## config.mk

```make
export PLATFORM = sky130hd
export DESIGN_NAME = deadline_ordered_task_queue_top
export DESIGN_NICKNAME = d
export VERILOG_FILES = /design/src/sv/dotq_pkg.sv /design/src/sv/dotq_mem.sv /design/src/sv/deadline_ordered_task_queue_top.sv
export SDC_FILE = /design/constraint.sdc
export NUM_CORES = 2
export LEC_CHECK = 0
export ABC_AREA = 1
export BUFFER_PORTS_ARGS = -buffer_cell sky130_fd_sc_hd__buf_4
export CORE_MARGIN = 2
export CORE_UTILIZATION = 35
export DETAILED_ROUTE_END_ITERATION = 16
export PLACE_DENSITY_LB_ADDON = 0.15
export SETUP_SLACK_MARGIN = 0.15
export SLEW_MARGIN = 10
export SYNTH_ARGS = -nofsm -noshare
export SYNTH_HDL_FRONTEND = slang
export SYNTH_HIERARCHICAL = 1
export SYNTH_SLANG_ARGS = --single-unit
```

## constraint.sdc

```tcl
create_clock -name clk -period 7.76 [get_ports clk]
set_clock_uncertainty 0.15 [all_clocks]
set_input_delay 0 -clock clk [delete_from_list [all_inputs] [get_ports clk]]
set_output_delay 0 -clock clk [all_outputs]
set_load 0.05 [all_outputs]
```

## src/sv/dotq_pkg.sv

```systemverilog
// ----------------------------------------------------------------------------
// dotq_pkg
// Types and constants of the deadline-ordered task queue.
// ----------------------------------------------------------------------------
package dotq_pkg;

  localparam logic [31:0] DEFAULT_DEADLINE_RESET = 32'd10000;

  localparam logic KIND_INSERT = 1'b0;
  localparam logic KIND_POP    = 1'b1;

  localparam logic [1:0] STATUS_DONE  = 2'd0;
  localparam logic [1:0] STATUS_FULL  = 2'd1;
  localparam logic [1:0] STATUS_EMPTY = 2'd2;

  typedef struct packed {
    logic        kind;
    logic [31:0] task_id;
    logic [31:0] deadline;
    logic [7:0]  type_code;
  } dotq_in_t;

  typedef struct packed {
    logic [1:0]  status;
    logic [31:0] removed_id;
    logic [31:0] removed_deadline;
    logic [7:0]  removed_type;
    logic        head_valid;
    logic [31:0] head_id;
    logic [31:0] head_deadline;
    logic [4:0]  entry_count;
  } dotq_out_t;

  typedef struct packed {
    logic [31:0] id;
    logic [31:0] deadline;
    logic [7:0]  type_code;
  } dotq_entry_t;

  typedef enum logic [2:0] {
    ST_IDLE,
    ST_INS_RD,
    ST_INS_CMP,
    ST_INS_WR,
    ST_POP_RD,
    ST_POP_LD,
    ST_DONE
  } dotq_state_t;

endpackage

```

## src/sv/dotq_mem.sv

```systemverilog
// ----------------------------------------------------------------------------
// dotq_mem
// Single-port entry memory with registered read data.
// ----------------------------------------------------------------------------
module dotq_mem #(
  parameter int DEPTH = 16,
  parameter int AW    = 4
) (
  input  logic                 clk,
  input  logic                 we,
  input  logic [AW-1:0]        addr,
  input  dotq_pkg::dotq_entry_t wdata,
  output dotq_pkg::dotq_entry_t rdata
);
  import dotq_pkg::*;

  dotq_entry_t mem [DEPTH];

  always_ff @(posedge clk) begin
    if (we) begin
      mem[addr] <= wdata;
    end
    rdata <= mem[addr];
  end

endmodule

```

## src/sv/deadline_ordered_task_queue_top.sv

```systemverilog
// ----------------------------------------------------------------------------
// deadline_ordered_task_queue_top
// Earliest-deadline-first task queue kept sorted in a ring memory.
// ----------------------------------------------------------------------------
// Channel   Direction  Handshake              Payload
// in_       input      in_valid / in_ready    dotq_in_t  (insert or pop request)
// out_      output     out_valid / out_ready  dotq_out_t (status, removed, head)
// cfg_      input      cfg_we                 32-bit default deadline
//
// An insert walks from the tail toward the head: one read, then one compare
// and shift write per entry moved; an insert that becomes the head ends with
// a write of the head slot. A pop reads and loads the new head; a pop that
// empties the queue and a dropped request go straight to done.
// Reset empties the queue at once; no clearing pass.
// in_ready is high only in idle; a stalled result holds the sequencer in done.
// ----------------------------------------------------------------------------
module deadline_ordered_task_queue_top #(
  parameter int QUEUE_DEPTH = 16
) (
  input  logic                clk,
  input  logic                rst_n,
  input  logic                in_valid,
  output logic                in_ready,
  input  dotq_pkg::dotq_in_t  in_data,
  output logic                out_valid,
  input  logic                out_ready,
  output dotq_pkg::dotq_out_t out_data,
  input  logic                cfg_we,
  input  logic [31:0]         cfg_wdata
);
  import dotq_pkg::*;

  localparam int PW = $clog2(QUEUE_DEPTH);
  localparam int CW = $clog2(QUEUE_DEPTH + 1);

  dotq_state_t state_r, state_nxt;

  logic [31:0]   default_deadline_r;
  logic [CW-1:0] count_r;
  logic [PW-1:0] head_ptr_r;
  logic [PW-1:0] k_r;
  dotq_entry_t   req_r;
  dotq_entry_t   head_r;
  dotq_entry_t   removed_r;
  logic [1:0]    status_r;
  logic          out_valid_r;
  dotq_out_t     out_data_r;

  logic          accept;
  logic          is_full;
  logic          is_empty;
  logic          shift;
  logic          mem_we;
  logic [PW-1:0] mem_off;
  logic [PW-1:0] mem_addr;
  dotq_entry_t   mem_wdata;
  dotq_entry_t   mem_rdata;
  logic [PW:0]   ring_sum;

  assign accept   = in_valid && in_ready;
  assign is_full  = (count_r == CW'(QUEUE_DEPTH));
  assign is_empty = (count_r == '0);
  assign shift    = (mem_rdata.deadline >= req_r.deadline);

  assign ring_sum = {1'b0, head_ptr_r} + {1'b0, mem_off};
  assign mem_addr = (ring_sum >= (PW+1)'(QUEUE_DEPTH)) ?
                    PW'(ring_sum - (PW+1)'(QUEUE_DEPTH)) : ring_sum[PW-1:0];

  dotq_mem #(
    .DEPTH (QUEUE_DEPTH),
    .AW    (PW)
  ) u_mem (
    .clk   (clk),
    .we    (mem_we),
    .addr  (mem_addr),
    .wdata (mem_wdata),
    .rdata (mem_rdata)
  );

  always_comb begin
    state_nxt = state_r;
    unique case (state_r)
      ST_IDLE: begin
        if (accept) begin
          if (in_data.kind == KIND_INSERT) begin
            if (is_full) state_nxt = ST_DONE;
            else if (is_empty) state_nxt = ST_INS_WR;
            else state_nxt = ST_INS_RD;
          end else begin
            if (is_empty || count_r == CW'(1)) state_nxt = ST_DONE;
            else state_nxt = ST_POP_RD;
          end
        end
      end
      ST_INS_RD:  state_nxt = ST_INS_CMP;
      ST_INS_CMP: begin
        if (!shift) state_nxt = ST_DONE;
        else if (k_r == PW'(1)) state_nxt = ST_INS_WR;
        else state_nxt = ST_INS_RD;
      end
      ST_INS_WR:  state_nxt = ST_DONE;
      ST_POP_RD:  state_nxt = ST_POP_LD;
      ST_POP_LD:  state_nxt = ST_DONE;
      ST_DONE:    if (!out_valid_r || out_ready) state_nxt = ST_IDLE;
      default:    state_nxt = ST_IDLE;
    endcase
  end

  always_comb begin
    in_ready  = 1'b0;
    mem_we    = 1'b0;
    mem_off   = '0;
    mem_wdata = req_r;
    unique case (state_r)
      ST_IDLE:    begin
        in_ready = 1'b1;
        mem_off  = PW'(1);
      end
      ST_INS_RD:  mem_off = k_r - PW'(1);
      ST_INS_CMP: begin
        mem_we  = 1'b1;
        mem_off = k_r;
        if (shift) mem_wdata = mem_rdata;
      end
      ST_INS_WR:  mem_we = 1'b1;
      ST_POP_RD,
      ST_POP_LD,
      ST_DONE:    mem_off = '0;
      default:    mem_off = '0;
    endcase
  end

  always_ff @(posedge clk) begin
    if (!rst_n) begin
      state_r            <= ST_IDLE;
      default_deadline_r <= DEFAULT_DEADLINE_RESET;
      count_r            <= '0;
      head_ptr_r         <= '0;
      out_valid_r        <= 1'b0;
    end else begin
      state_r <= state_nxt;
      if (cfg_we) default_deadline_r <= cfg_wdata;
      if (accept) begin
        if (in_data.kind == KIND_INSERT) begin
          if (!is_full) count_r <= count_r + CW'(1);
        end else if (!is_empty) begin
          count_r    <= count_r - CW'(1);
          head_ptr_r <= mem_addr;
        end
      end
      if (state_r == ST_DONE && (!out_valid_r || out_ready)) out_valid_r <= 1'b1;
      else if (out_ready) out_valid_r <= 1'b0;
    end
  end

  always_ff @(posedge clk) begin
    unique case (state_r)
      ST_IDLE: begin
        if (accept) begin
          req_r.id        <= in_data.task_id;
          req_r.deadline  <= (in_data.deadline == '0) ? default_deadline_r
                                                      : in_data.deadline;
          req_r.type_code <= in_data.type_code;
          k_r             <= PW'(count_r);
          removed_r       <= '0;
          status_r        <= STATUS_DONE;
          if (in_data.kind == KIND_INSERT) begin
            if (is_full) status_r <= STATUS_FULL;
          end else if (is_empty) begin
            status_r <= STATUS_EMPTY;
          end else begin
            removed_r <= head_r;
          end
        end
      end
      ST_INS_CMP: if (shift) k_r <= k_r - PW'(1);
      ST_INS_WR:  head_r <= req_r;
      ST_POP_LD:  head_r <= mem_rdata;
      ST_DONE: begin
        if (!out_valid_r || out_ready) begin
          out_data_r.status           <= status_r;
          out_data_r.removed_id       <= removed_r.id;
          out_data_r.removed_deadline <= removed_r.deadline;
          out_data_r.removed_type     <= removed_r.type_code;
          out_data_r.head_valid       <= !is_empty;
          out_data_r.head_id          <= is_empty ? '0 : head_r.id;
          out_data_r.head_deadline    <= is_empty ? '0 : head_r.deadline;
          out_data_r.entry_count      <= 5'(count_r);
        end
      end
      default: ;
    endcase
  end

  assign out_valid = out_valid_r;
  assign out_data  = out_data_r;

endmodule

```

==> flow_summary.toml <==
[outcome]
status = "complete, no violations"

[min_path]
hold_class = "in -> reg"
hold_start = "rst_n"
hold_depth = 4

[cells_and_area]
drive_above_1_share = 0.0902
area_growth_pct = 19.0
fin_area_um2 = 79000
fin_cells = 9371
nNetsFinal = 6878
fill_cells = 17974
utilization = 0.420

[synthesis]
synth_fa_ha_area_frac = 0.00784
syn_nets = 6390
synth-xor-area-share = 0.000923
syn_area_um2 = 66400
synth_ff_type = "edfxtp_1"
synth_edf_count = 1518
ys.warnings.count = 6
synthSimpleGateAreaFrac = 0.208
ys_ff_latch = 1635
synth_top_family_by_area = "simple AND/OR/NAND/NOR gates"
synth.distinct_cells = 36
ys_async_sr_fraction = 0
synth-compound-area-share = 0.0180
ys_seq_area_frac = 0.722
synth.avg_cell_area_um2 = 10.6
synth_mux_area_frac = 0
syn_inst = 6239

[setup_path]
rr_startpoint = "state_r[1]$_SDFFE_PN0P_"
critPathKind = "reg -> reg"
worst_setup_path_end_kind = "flip-flop"
critPathLaunchType = "flip-flop"
cp_max_fo = 116
worst_ep_arrival_time_ns = 5.95
cp.required_ns = 8.06
startpoint = "state_r[1]$_SDFFE_PN0P_"
worst-r2r-cell-count = 11

[global_route]
grt_max_degree = 195
antenna_found_initial = 4
grt_pass1_vias = 41995
gr-total-overflow = 0
track_usage = 0.182
grt_pass1_wl_mm = 266

[placed_design]
globalplace.congestion = 0.765
dp.cells = 8793
dp_hpwl_mm = 94.8
port_buffers = 255
dp_slack_ns = 2.09
dpl_cell_area_um2 = 71100

[timing]
finalHoldViolCount = 0
grt_setup_unrepaired = "no"
setup_viol = 0
min_period_ns = 5.65
fmax_mhz = 177
hold_ws_ns = 0.114
tightest_slew_ns = 1.25
period_share = 0.728
maxSlewViolCount = 0
maxSlewHeadroom = 0.156
timing.final.ws_setup_ns = 2.11
fin_tns_setup_ns = 0

[power_and_ir_drop]
swShare = 0.409
power.share.combinational = 0.390
irDropWorstVdd_mv = 0.654
p_sw_mw = 13.2
p_seq_frac = 0.367
clkPwrFrac = 0.244
p_per_area_nw_per_um2 = 408
finalPower_mw = 32.2
leakage_nw = 33.0
internal-power_mw = 19.1

[floorplanning]
ios = 256
num_rows = 159
die_y_um = 440
start_util = 0.353
dieArea_um2 = 193000
die_w_um = 440
core_area_um2 = 188000

[detailed_routing]
vias = 43069
ant_nets = 0
viasPerCell = 4.60
postRouteWirelength_mm = 177
first_iter_violations = 3215
wl_per_cell_um = 18.9
drc_errors = 0
drt_first_pass_iters = 5

[clocking]
cts_setup_buffers = 0
htreeDepth = 4
numCtsBuffers = 173
path_clk_slew_ns = 0.06
insertion_delay_ns = 0.83
cts_resized = 0
cts_tree = "built"
cts_root_buffer = "clkbuf_16"
clock_path_buffers = 3
clock-sinks = 1635

[run]
cap_violations = 0
[worst max-delay path: stages, from the launching register on]
cell and delay, ns:
dfxtp_1 0.46, inv_2 0.10, nor2_2 0.34, nand2_1 0.31, o22ai_1 0.32, inv_1 0.10
fa_1 0.63, inv_8 0.28, inv_8 0.64, nand3_1 0.50, nor2_4 0.78, buf_12 0.48
[placed cells by master, fill, tap and decap left out, types with 35 or more instances in the layout]
master	n
inv_1	385
ha_1	39
clkbuf_16	173
nand2_1	3435
edfxtp_1	1518
dfxtp_1	117
o21ai_0	125
clkinv_1	35
buf_4	326
o21ai_1	48
nor2_1	152
clkbuf_1	62
dlygate4sd3_1	254
[layout make-up]
cell class	count	area, µm²	area share
clock inverters	73	614	0.00778
flip-flops and latches	1635	47900	0.607
multi-input cells	3929	15800	0.200
inverters	395	1510	0.0191
diodes	2	5.00	0.0000634
clock buffers	249	4750	0.0602
repair buffers	593	5250	0.0665
well taps	2495	3120	0.0395
[final timing paths]
path | to | slack, ns
min reg2reg | out_data[94]$_DFFE_PP_ | 0.26
min | state_r[0]$_SDFFE_PN0P_ | 0.11
max | u_mem/mem[12][15]$_DFFE_PP_ | 2.11
max reg2reg | u_mem/mem[12][15]$_DFFE_PP_ | 2.11
[Yosys cell counts, drive strengths merged (2+ instances only)]
cell,n,area (µm²)
edfxtp,1518,45600
clkbuf,74,280
nor2,175,674
nor3,5,30.0
o21ai,186,942
nor4,3,18.8
nand3,21,110
a21o,9,67.6
ha,40,500
dfxtp,117,2340
xnor2,4,35.0
xor2,3,26.3
nand2,3440,12900
inv,395,1480
o22ai,2,12.5
nand4,6,37.5
buf,206,1130
a21oi,29,145
o21a,2,15.0
[what timing repair did]
| item | in CTS | in global routing |
|---|---|---|
| hold endpoints to repair | 218 | 0 |
| endpoints found under the setup margin | 0 | 0 |
| hold buffers | 254 | 0 |
[power groups by stage]
| stage | combinational (mW) | sequential [mW] | clock [mW] |
|---|---|---|---|
| after floorplan | 8.64 | 12.1 | 0 |
| after global placement | 12.6 | 12.0 | 0 |
| after detailed placement | 12.6 | 12.0 | 0 |
| after CTS | 12.8 | 11.9 | 8.08 |
| after global routing | 14.4 | 11.9 | 8.39 |
| final | 12.6 | 11.8 | 7.85 |
[per-layer routing]
layer | global-route usage | wire length (µm) | up-vias
li1 | - | - | 21127
met1 | 0.251 | 81000 | 20807
met2 | 0.297 | 83800 | 898
met3 | 0.0283 | 8090 | 237
met4 | 0.0507 | 4180 | 0
met5 | 0 | 0 | -
[logic make-up (layout without fill, tap and decap cells)]
kind of cell	after synthesis	in the layout
xor+xnor	7	7
other cells	0	2
flops	1635	1635
simple gates	3651	3651
fa+ha+maj	41	41
compound gates	230	230
buf+inv	675	1310
[registers in the layout, summed over array words and instances, names as in the netlist]
signal,cells
u_mem/mem,1152
out_data,144
head_r,72
removed_r,72
req_r,72
u_mem/rdata,72
default_deadline_r,32
count_r,5
head_ptr_r,4
k_r,4
state_r,3
status_r,2
out_valid,1
No activity file was read; power rests on OpenSTA's default activity.
